$ cat src/design/palette_run_length_frame_decoder_assert.svh
// Assertion macros for the palette run-length frame decoder.
// Both expect signals named clk and rst_n in the scope of use.
`ifndef PALETTE_RUN_LENGTH_FRAME_DECODER_ASSERT_SVH
`define PALETTE_RUN_LENGTH_FRAME_DECODER_ASSERT_SVH

// The consequent holds in the same cycle as the antecedent.
`define PRLFD_ASSERT_IMP(name, ante, cons) \
  name: assert property (@(posedge clk) disable iff (!rst_n) (ante) |-> (cons)) \
    else $error("palette decoder check failed");

// The consequent holds in the cycle after the antecedent.
`define PRLFD_ASSERT_NXT(name, ante, cons) \
  name: assert property (@(posedge clk) disable iff (!rst_n) (ante) |=> (cons)) \
    else $error("palette decoder check failed");

`endif

$ cat src/design/prlfd_pkg.sv
package prlfd_pkg;

  localparam int PALETTE_DEPTH_DEF = 256;

  localparam int CFG_IDX_W = 2;
  localparam logic [CFG_IDX_W-1:0] REG_BG_COLOR = 2'd0;
  localparam logic [CFG_IDX_W-1:0] REG_CANVAS_W = 2'd1;
  localparam logic [CFG_IDX_W-1:0] REG_CANVAS_H = 2'd2;

  localparam logic [23:0] BG_COLOR_RST = 24'h000000;
  localparam logic [8:0]  CANVAS_W_RST = 9'd160;
  localparam logic [8:0]  CANVAS_H_RST = 9'd120;

  localparam logic [2:0] HDR_TOP    = 3'd0;
  localparam logic [2:0] HDR_BOTTOM = 3'd1;
  localparam logic [2:0] HDR_LEFT   = 3'd2;
  localparam logic [2:0] HDR_DONE   = 3'd4;

  localparam logic [7:0] COLORED_BIT = 8'h80;
  localparam logic [7:0] RUN_MASK    = 8'h7f;

  localparam int FQ_DEPTH = 4;
  localparam int FQ_AW    = $clog2(FQ_DEPTH);
  localparam int OQ_DEPTH = 2;
  localparam int OQ_AW    = $clog2(OQ_DEPTH);

  typedef enum logic [1:0] {
    OP_PALETTE = 2'd0,
    OP_STREAM  = 2'd1,
    OP_FRAME   = 2'd2
  } op_t;

  typedef struct packed {
    op_t         op;
    logic [7:0]  data_byte;
    logic [7:0]  entry_index;
    logic [23:0] entry_color;
  } item_t;

  typedef struct packed {
    logic [23:0] bg_color;
    logic [8:0]  canvas_width;
    logic [8:0]  canvas_height;
  } cfg_t;

  typedef struct packed {
    logic [8:0] x;
    logic [8:0] y;
  } pos_t;

  typedef struct packed {
    logic [8:0]  first_x;
    logic [8:0]  first_y;
    logic [8:0]  second_x;
    logic [8:0]  second_y;
    logic        second_valid;
    logic [23:0] pixel_color;
    logic        out_of_canvas;
    logic        last;
  } result_t;

  function automatic pos_t advance(pos_t p, logic [7:0] top, logic [7:0] bottom);
    pos_t       q;
    logic [8:0] y1;
    y1 = p.y + 9'd1;
    if (y1 >= {1'b0, bottom}) begin
      q.y = {1'b0, top};
      q.x = p.x + 9'd1;
    end else begin
      q.y = y1;
      q.x = p.x;
    end
    return q;
  endfunction

  function automatic logic outside(pos_t p, cfg_t c);
    return (p.x >= c.canvas_width) || (p.y >= c.canvas_height);
  endfunction

endpackage

$ cat src/design/prlfd_outq.sv
module prlfd_outq (
  input  logic                clk,
  input  logic                rst_n,
  input  logic                oq_push,
  output logic                oq_full,
  input  prlfd_pkg::result_t  oq_wdata,
  input  logic                oq_pop,
  output logic                oq_empty,
  output prlfd_pkg::result_t  oq_rdata
);
  import prlfd_pkg::*;

  result_t          q_mem_r [OQ_DEPTH];
  logic [OQ_AW-1:0] wr_ptr_r;
  logic [OQ_AW-1:0] rd_ptr_r;
  logic [OQ_AW:0]   cnt_r;
  logic             wr_c;
  logic             rd_c;

  assign oq_full  = (cnt_r == (OQ_AW + 1)'(OQ_DEPTH));
  assign oq_empty = (cnt_r == '0);
  assign oq_rdata = q_mem_r[rd_ptr_r];
  assign wr_c     = oq_push && !oq_full;
  assign rd_c     = oq_pop && !oq_empty;

  always_ff @(posedge clk) begin
    if (wr_c) begin
      q_mem_r[wr_ptr_r] <= oq_wdata;
    end
  end

  always_ff @(posedge clk) begin
    if (!rst_n) begin
      wr_ptr_r <= '0;
      rd_ptr_r <= '0;
      cnt_r    <= '0;
    end else begin
      if (wr_c) begin
        wr_ptr_r <= wr_ptr_r + OQ_AW'(1);
      end
      if (rd_c) begin
        rd_ptr_r <= rd_ptr_r + OQ_AW'(1);
      end
      case ({wr_c, rd_c})
        2'b10:   cnt_r <= cnt_r + (OQ_AW + 1)'(1);
        2'b01:   cnt_r <= cnt_r - (OQ_AW + 1)'(1);
        default: cnt_r <= cnt_r;
      endcase
    end
  end

endmodule

$ cat config.mk
export PLATFORM = sky130hd
export DESIGN_NAME = prlfd_outq
export DESIGN_NICKNAME = d
export VERILOG_FILES = /design/src/design/palette_run_length_frame_decoder_assert.svh /design/src/design/prlfd_pkg.sv /design/src/design/prlfd_outq.sv
export SDC_FILE = /design/constraint.sdc
export NUM_CORES = 1
export LEC_CHECK = 0
export BUFFER_PORTS_ARGS = -buffer_cell sky130_fd_sc_hd__buf_2
export CORE_MARGIN = 4
export CORE_UTILIZATION = 55
export DETAILED_ROUTE_END_ITERATION = 6
export GPL_ROUTABILITY_DRIVEN = 0
export PLACE_DENSITY = 0.83
export SLEW_MARGIN = 10
export SYNTH_ARGS = -nofsm -noshare
export SYNTH_HDL_FRONTEND = slang
export SYNTH_SLANG_ARGS = --single-unit
export TNS_END_PERCENT = 100
$ cat constraint.sdc
create_clock -name clk -period 5.6 [get_ports clk]
set_clock_uncertainty 0.1 [all_clocks]
set_input_delay 1.12 -clock clk [delete_from_list [all_inputs] [get_ports clk]]
set_output_delay 1.12 -clock clk [all_outputs]
set_load 0.01 [all_outputs]
==> qor.txt <==
RSZ-0062 raised after global routing -> false
number of synthesized register bits -> 131
Lkg Pwr -> 2.326 nW
Ys Warns -> 0
Setup-failing EPs final -> 0
count leader, synth -> edfxtp_1
CTS buffer count -> 17
Startpoint Class -> flop
total routed wirelength -> 8.273 mm
row count -> 33
syn nets -> 290
Hold Crit Depth -> 2
remaining antenna violation count -> 0
Placeable Area -> 0.008341 sq mm
Worst Path Buf+Inv -> 2
Worst Reg-to-Reg Cells -> 5
Root Buffer -> clkbuf_8
multi-input logic area -> 835.8 sq um
critical path class -> flop to primary output
final cell count without fillers -> 485
nature of the critical path endpoint -> primary output
number of synthesized flops with an enable pin -> 126
GRT Total Usage -> 16.88%
WP depth -> 3
Fin. Hold Viols -> 0
I/O Pins -> 132
share of cells above drive strength 1 -> 60.53%
fmax -> 277.2 MHz
predominant post-synthesis flop cell -> edfxtp_1
Mapped Cells -> 222
ANT cells -> 0
dpl cells -> 454
kind of cell adding the most delay to the critical path -> flip-flops
CTS tree -> done
Yosys top cell area share -> 79.41%
CP Cell Sequence -> buf_4 -> mux2_2 -> buf_2
register area -> 0.003885 sq mm
Commonest cells post-synth -> 126 x edfxtp_1, 63 x mux2_2, 7 x buf_2, 5 x dfxtp_1, 3 x xnor2_1
leading area contributor after synthesis -> edfxtp_1
power density cells -> 500.2 mW/mm^2
Reg clk slew, reported paths -> 0.06 ns
post_cts resized -> 0
Via Count -> 2458
Routed WL per cell -> 17.06 microns
Clock Sinks -> 131
status -> finished clean
Skew-Pair Late Insertion Delay -> 0.49 ns
initial antenna violation count -> 1
final period utilization -> 64.41%
Die ar. -> 0.01022 sq mm
Pre-Repair DR Iteration Count -> 4
HP Class -> flop to flop
min Tclk post-route -> 3.607 ns
largest net degree at the start of global routing -> 47
Nets -> 436
CP Max Fanout -> 33
fill count -> 530
max-cap viol count -> 0
post-detail-place hpwl -> 5.449 mm
distinct cell type count after synthesis -> 18
sum of negative setup slack -> 0 ns
Initial Util -> 57.13%
reg2reg setup slack -> 3.19 ns
largest cells by area after synthesis -> edfxtp_1 79%, mux2_2 15%, dfxtp_1 2.1%, buf_2 0.74%, xnor2_1 0.55%
die span in y -> 101.1 microns
WP data required -> 4.38 ns
P&R area growth vs syn -> 28.97%
PortBufs -> 131
global-route congestion overflow total -> 0
Max VDD drop -> 0.0003293 V
mean post-synth cell area -> 21.46 sq um
critical path arrival -> 2.39 ns
Slew Viols, Final -> 0
Post-CTS Setup Inserts -> 0
sequential area share after synthesis -> 81.51%
die width -> 101.1 microns
vias in the first global route -> 2590
hold_buf cts -> 0
max incr delay on CP -> 0.83 ns
slowest CP cell -> dfxtp_2
Longest Clk Path Bufs -> 2
H-Tree Depth -> 4
Mapped Area -> 0.004765 sq mm
global-route wire length before repair -> 12.70 mm
Remaining DRCs -> 0
relative slew slack -> 48.06%
1st-iter DRT viols -> 87
vias per inst -> 5.068
Async SR Flop Fraction -> 0%
Worst Max-Slew Pin Slew -> 0.7791 ns
==> stage by stage <==
stage          hold slack (ns)  area [sq um]  setup slack, ns  util (%)  power (mW)
2_1_floorplan           0.3570          4765            2.337         -       1.742
3_3_place_gp            0.3687          5542            2.485     66.44       1.979
3_5_place_dp            0.4041          5542            2.472     66.44       1.994
4_1_cts                 0.4110          6145            1.927     73.67       3.110
5_1_grt                 0.4425          6145            1.839     73.67       3.216
6_report                0.4131          6145            1.993     73.67       3.073
==> logic make-up after synthesis <==
group | Yosys count | synth area share [%]
fa+ha+maj | 1 | 0.2626
simple gates | 9 | 1.129
flops | 131 | 81.51
compound gates | 5 | 0.6827
mux | 63 | 14.89
xor+xnor | 3 | 0.5516
buf+inv | 10 | 0.9715
==> worst register-to-register path, cell delays in order (launching register included) <==
cell and delay [ns]:
dfxtp_1 0.41, nand2b_2 0.18, inv_2 0.04, or3_1 0.34, inv_2 0.40, buf_4 0.57
==> cell type report <==
type / instances / share of cell area (%)
multi-input combinational: 81 / 13.60
clock buffer: 19 / 6.862
clock inverter: 12 / 2.953
sequential: 131 / 63.23
inverter: 3 / 0.1833
tap: 105 / 2.138
timing repair buffer: 134 / 11.04
==> power by group <==
| part | switching (mW) | total [mW] | internal [mW] |
|---|---|---|---|
| registers | 0.0711 | 1.31 | 1.24 |
| clock network | 0.383 | 1.11 | 0.723 |
| logic | 0.333 | 0.657 | 0.325 |
==> flip-flops by register name, indices dropped and copies added (netlist names), named ones only <==
register and count:
q_mem_r 126, cnt_r 2, rd_ptr_r 1, wr_ptr_r 1
==> cells in the final DEF (no fill, tap or decap), drive strengths merged <==
cell type,n
a21boi,2
and2,1
and3,1
buf,134
bufinv,4
clkbuf,19
clkinv,3
clkinvlp,3
dfxtp,5
edfxtp,126
ha,1
inv,5
mux2,63
nand2,1
nand2b,1
nor2,1
nor2b,2
o21a,1
o21ai,2
or3,2
xnor2,3
==> layer usage <==
layer / routed length (microns) / vias to the layer above / global-route usage, %
met1: 3292 / 1181 / 20.20
met4: 97 / 2 / 6.748
met2: 4205 / 96 / 27.82
li1: - / 1168 / -
met3: 664 / 11 / 6.159
met5: 12 / - / 0
==> path summary, 6_finish.rpt <==
check	start	end
worst min register to register	wr_ptr_r$_SDFFE_PN0P_	wr_ptr_r$_SDFFE_PN0P_
worst max-delay path	flop	oq_rdata[13]
worst min-delay path	wr_ptr_r$_SDFFE_PN0P_	wr_ptr_r$_SDFFE_PN0P_
worst max register to register	cnt_r[0]$_SDFFE_PN0P_	q_mem_r[0][21]$_DFFE_PP_
No activity file was read; power rests on OpenSTA's default activity.
