File: src/design/palette_run_length_frame_decoder_assert.svh
// Assertion macros for the palette run-length frame decoder.
// Both expect signals named clk and rst_n in the scope of use.
`ifndef PALETTE_RUN_LENGTH_FRAME_DECODER_ASSERT_SVH
`define PALETTE_RUN_LENGTH_FRAME_DECODER_ASSERT_SVH

// The consequent holds in the same cycle as the antecedent.
`define PRLFD_ASSERT_IMP(name, ante, cons) \
  name: assert property (@(posedge clk) disable iff (!rst_n) (ante) |-> (cons)) \
    else $error("palette decoder check failed");

// The consequent holds in the cycle after the antecedent.
`define PRLFD_ASSERT_NXT(name, ante, cons) \
  name: assert property (@(posedge clk) disable iff (!rst_n) (ante) |=> (cons)) \
    else $error("palette decoder check failed");

`endif

File: src/design/prlfd_pkg.sv
package prlfd_pkg;

  localparam int PALETTE_DEPTH_DEF = 256;

  localparam int CFG_IDX_W = 2;
  localparam logic [CFG_IDX_W-1:0] REG_BG_COLOR = 2'd0;
  localparam logic [CFG_IDX_W-1:0] REG_CANVAS_W = 2'd1;
  localparam logic [CFG_IDX_W-1:0] REG_CANVAS_H = 2'd2;

  localparam logic [23:0] BG_COLOR_RST = 24'h000000;
  localparam logic [8:0]  CANVAS_W_RST = 9'd160;
  localparam logic [8:0]  CANVAS_H_RST = 9'd120;

  localparam logic [2:0] HDR_TOP    = 3'd0;
  localparam logic [2:0] HDR_BOTTOM = 3'd1;
  localparam logic [2:0] HDR_LEFT   = 3'd2;
  localparam logic [2:0] HDR_DONE   = 3'd4;

  localparam logic [7:0] COLORED_BIT = 8'h80;
  localparam logic [7:0] RUN_MASK    = 8'h7f;

  localparam int FQ_DEPTH = 4;
  localparam int FQ_AW    = $clog2(FQ_DEPTH);
  localparam int OQ_DEPTH = 2;
  localparam int OQ_AW    = $clog2(OQ_DEPTH);

  typedef enum logic [1:0] {
    OP_PALETTE = 2'd0,
    OP_STREAM  = 2'd1,
    OP_FRAME   = 2'd2
  } op_t;

  typedef struct packed {
    op_t         op;
    logic [7:0]  data_byte;
    logic [7:0]  entry_index;
    logic [23:0] entry_color;
  } item_t;

  typedef struct packed {
    logic [23:0] bg_color;
    logic [8:0]  canvas_width;
    logic [8:0]  canvas_height;
  } cfg_t;

  typedef struct packed {
    logic [8:0] x;
    logic [8:0] y;
  } pos_t;

  typedef struct packed {
    logic [8:0]  first_x;
    logic [8:0]  first_y;
    logic [8:0]  second_x;
    logic [8:0]  second_y;
    logic        second_valid;
    logic [23:0] pixel_color;
    logic        out_of_canvas;
    logic        last;
  } result_t;

  function automatic pos_t advance(pos_t p, logic [7:0] top, logic [7:0] bottom);
    pos_t       q;
    logic [8:0] y1;
    y1 = p.y + 9'd1;
    if (y1 >= {1'b0, bottom}) begin
      q.y = {1'b0, top};
      q.x = p.x + 9'd1;
    end else begin
      q.y = y1;
      q.x = p.x;
    end
    return q;
  endfunction

  function automatic logic outside(pos_t p, cfg_t c);
    return (p.x >= c.canvas_width) || (p.y >= c.canvas_height);
  endfunction

endpackage

File: src/design/prlfd_front.sv
module prlfd_front (
  input  logic              clk,
  input  logic              rst_n,
  input  logic              push,
  output logic              full,
  input  logic              in_kind,
  input  logic              in_frame_start,
  input  logic [7:0]        in_data_byte,
  input  logic [7:0]        in_entry_index,
  input  logic [23:0]       in_entry_color,
  input  logic              fq_pop,
  output logic              fq_empty,
  output prlfd_pkg::item_t  fq_head
);
  import prlfd_pkg::*;

  item_t            q_mem_r [FQ_DEPTH];
  logic [FQ_AW-1:0] wr_ptr_r;
  logic [FQ_AW-1:0] rd_ptr_r;
  logic [FQ_AW:0]   cnt_r;
  item_t            item_c;
  logic             wr_c;

  always_comb begin
    item_c.data_byte   = in_data_byte;
    item_c.entry_index = in_entry_index;
    item_c.entry_color = in_entry_color;
    if (!in_kind) begin
      item_c.op = OP_PALETTE;
    end else if (in_frame_start) begin
      item_c.op = OP_FRAME;
    end else begin
      item_c.op = OP_STREAM;
    end
  end

  assign full     = (cnt_r == (FQ_AW + 1)'(FQ_DEPTH));
  assign fq_empty = (cnt_r == '0);
  assign fq_head  = q_mem_r[rd_ptr_r];
  assign wr_c     = push && !full;

  always_ff @(posedge clk) begin
    if (wr_c) begin
      q_mem_r[wr_ptr_r] <= item_c;
    end
  end

  always_ff @(posedge clk) begin
    if (!rst_n) begin
      wr_ptr_r <= '0;
      rd_ptr_r <= '0;
      cnt_r    <= '0;
    end else begin
      if (wr_c) begin
        wr_ptr_r <= wr_ptr_r + FQ_AW'(1);
      end
      if (fq_pop && !fq_empty) begin
        rd_ptr_r <= rd_ptr_r + FQ_AW'(1);
      end
      case ({wr_c, fq_pop && !fq_empty})
        2'b10:   cnt_r <= cnt_r + (FQ_AW + 1)'(1);
        2'b01:   cnt_r <= cnt_r - (FQ_AW + 1)'(1);
        default: cnt_r <= cnt_r;
      endcase
    end
  end

endmodule

File: config.mk
export PLATFORM = sky130hd
export DESIGN_NAME = prlfd_front
export DESIGN_NICKNAME = d
export VERILOG_FILES = /design/src/design/palette_run_length_frame_decoder_assert.svh /design/src/design/prlfd_pkg.sv /design/src/design/prlfd_front.sv
export SDC_FILE = /design/constraint.sdc
export NUM_CORES = 1
export LEC_CHECK = 0
export ABC_AREA = 1
export BUFFER_PORTS_ARGS = -buffer_cell sky130_fd_sc_hd__buf_2
export CAP_MARGIN = 20
export CORE_MARGIN = 2
export CORE_UTILIZATION = 35
export CTS_BUF_LIST = sky130_fd_sc_hd__clkbuf_4
export DETAILED_ROUTE_END_ITERATION = 10
export GPL_TIMING_DRIVEN = 1
export SYNTH_ARGS = -nofsm -noshare
export SYNTH_HDL_FRONTEND = slang
export SYNTH_SLANG_ARGS = --single-unit
export TNS_END_PERCENT = 10
File: constraint.sdc
create_clock -name clk -period 4.05 [get_ports clk]
set_clock_uncertainty 0.2 [all_clocks]
set_input_delay 0.81 -clock clk [delete_from_list [all_inputs] [get_ports clk]]
set_output_delay 0.81 -clock clk [all_outputs]
set_load 0.005 [all_outputs]
==> key figures <==
Pwr
  – Leakage power: 2.721 nW
  – Psw: between 1 and 1.5 mW
  – Logic pwr share: about a quarter
  – Clk pwr share: between 20% and 30%
  – Int Power: between 2 and 3 mW
  – Pwr Density: 548.5 nW/µm²
  – Final Total Pwr: approximately 4.2 mW
  – Peak VDD IR: 0.2567 mV
  – Sw frac: between 30% and 40%
  – Seq pwr share: 52.6%

Placed design
  – Post-DP Area: 7418 µm²
  – Buffers on Ports: 89
  – Placer Congestion: 0.7284
  – Detailed placement HPWL: 9046 µm
  – Placed insts: 788

Global routing
  – Vias in the first global route: about 4100
  – Grt met1 use: 18.09%
  – Antenna violations before repair: 1
  – GR met3 Demand/Resource: under 10%
  – First-pass GRT wire length: 22070 µm
  – Gr usage total: 14.42%
  – Grt total ovfl: 0
  – Largest net degree at the start of global routing: 85
  – Layer carrying the most global-route usage: met2
  – GR Util met2: 23.91%

Clocking
  – Post-CTS sizing: 0
  – Post-CTS Setup Repair Bufs: 0
  – Total CTS buffers: 17
  – Worst skew pair latency: 0.56 ns
  – Clk sink count: 177
  – Clk buf depth: 2
  – Clk root buf: clkbuf_4
  – Reg clk slew, reported paths: 0.16 ns
  – CTS tree: done
  – CTS Hold Bufs: 0
  – H-tree Lvls: 4

Floorplan
  – Core area: about 19000 µm²
  – Die extent in x: 142.5 µm
  – # IOs: 90
  – Die area: around 20000 µm²
  – DIE HEIGHT: ~140 µm
  – Initial Util: 35.78%
  – Core Rows: 50

Setup path
  – Crit Path Category: reg -> out
  – Crit. End Element: output port
  – Reg2reg setup slack: about 1.7 ns
  – CP max stage delay: 0.47 ns
  – Crit-path cells: inv_2, buf_12, o21ai_0, o22ai_1, buf_2
  – CP delay by family, top: buffers and inverters
  – Buf/Inv on CP: 3
  – Critical Path AT: 2.24 ns
  – CP required: 3.04 ns
  – Crit path max fanout: 50
  – Critical path's slowest cell: inv_2
  – Startpoint Class: flip-flop

Min path
  – Hold crit path type: in -> reg

Synthesis
  – Synth unique cells: 17
  – Yosys Warn Count: 0
  – Post-synthesis sequential area ratio: between 70% and 80%
  – #FFs+latches synth: 177
  – Net Count, Synth: 532
  – Ys flop type: edfxtp_1
  – Dominant cells by area after synthesis: edfxtp_1, nor2_1, o21ai_0
  – Count leader, synth: edfxtp_1
  – Post-synthesis async set-or-reset flop share: 0%
  – Number of synthesized flops with an enable pin: 168
  – Mapped Avg Cell Area: 13.99 µm²
  – Post-Synthesis Cells: 480
  – Yosys top cell by area: edfxtp_1
  – Synth cell count leaders: edfxtp_1, nor2_1, o21ai_0
  – Share of the synthesized area in the top cell type: approximately three quarters
  – Post-synthesis cell area: approximately 6700 µm²

Timing
  – Total negative slack: 0 ns
  – Max Clk Rate: 307.3 MHz
  – Final setup violating endpoints: 0
  – Min Tclk post-route: about 3.3 ns
  – Final Cycle Share: 80.35%
  – Rel. slew slack: 46.77%
  – Slew Viols, Final: 0
  – Final hold violations: 0
  – Slew of the pin with the lowest slew margin: 0.7984 ns
  – Smallest hold slack: 0.2615 ns
  – RSZ-0062 raised after global routing: no

Drt
  – DRC viols: 0
  – TritonRoute pass-1 iters: 4
  – Via count: about 4100
  – Post-route ant nets: 0
  – DRT Wirelength: 14340 µm
  – DRT iter0 DRCs: 252
  – Via density: slightly above 5
  – Routed len/inst: 17.49 µm

Finish
  – # diodes: 0
  – # nets final: around 630
  – Layout cell share with drive strength beyond 1: 23.72%
  – Fin area: ~7700 µm²
  – Fin cells: 820
  – Area Growth Syn to Fin: 14.51%

Status
  – Status: finished clean

Run
  – Max Cap Viol: 0
[logic make-up after synthesis]
kind of cell | after synthesis | share of synthesized area (%)
compound gates | 133 | 10.70
simple gates | 116 | 6.577
fa+ha+maj | 6 | 1.230
flops | 177 | 77.81
buf+inv | 48 | 3.689
[layout by cell type, fill, tap and decap left out, drive strengths merged]
cell	netlist	final
a21oi	5	5
o21ai	86	86
clkinv	0	4
inv	22	28
o22ai	42	42
edfxtp	168	168
ha	5	5
bufinv	0	1
dfxtp	9	9
nor2	95	95
nand2	16	16
buf	15	100
clkbuf	11	19
fa	1	1
nand3	5	5
clkinvlp	0	2
[worst register-to-register path: stages, from the launching register on]
cell,delay [ns]
dfxtp_1,0.40
nor2_1,0.08
nand2_1,0.11
nand2_1,0.29
nor2_4,0.69
buf_4,0.34
[power groups by stage]
| stage | combinational, mW | clock [mW] | sequential (mW) |
|---|---|---|---|
| floorplan | 0.646 | 0 | 2.26 |
| global placement | 1.04 | 0 | 2.25 |
| detailed placement | 1.07 | 0 | 2.26 |
| CTS | 1.08 | 0.981 | 2.22 |
| global route | 1.19 | 1.05 | 2.23 |
| finish | 1.05 | 0.946 | 2.22 |
[per-layer routing]
metal	part of all wire, %	wire length (µm)
met1	44	6276
met3	5.8	825
met2	49	7079
met5	0.049	7
met4	1.1	155
[state kept, by name, summed over array words and instances (netlist names), named ones only]
name,flops
rd_ptr_r,2
cnt_r,3
q_mem_r,168
wr_ptr_r,2
[layout make-up]
type | instances | area (µm²)
repair buffers | 100 | 540.5
flip-flops and latches | 177 | 5230
inverters | 22 | 82.58
clock buffers | 19 | 142.6
fillers | 1755 | 11080
multi-input cells | 255 | 1272
clock inverters | 13 | 128.9
well taps | 234 | 292.8
[stage by stage]
step	utilization [%]	setup WS (ns)
floorplan	-	0.6811
global placement	39.53	1.347
detailed placement	39.53	1.266
CTS	40.97	0.7235
global route	40.97	0.6138
finish	40.97	0.7959
[worst paths after layout]
kind                                 start                        to  cells past startpoint
setup / recovery                 flip-flop               fq_head[24]                      5
hold / removal          in_entry_color[23]  q_mem_r[1][23]$_DFFE_PP_                      1
setup reg to reg     cnt_r[1]$_SDFFE_PN0P_   q_mem_r[3][8]$_DFFE_PP_                      5
hold reg to reg   wr_ptr_r[1]$_SDFFE_PN0P_  wr_ptr_r[1]$_SDFFE_PN0P_                      2
No activity file was read; power rests on OpenSTA's default activity.
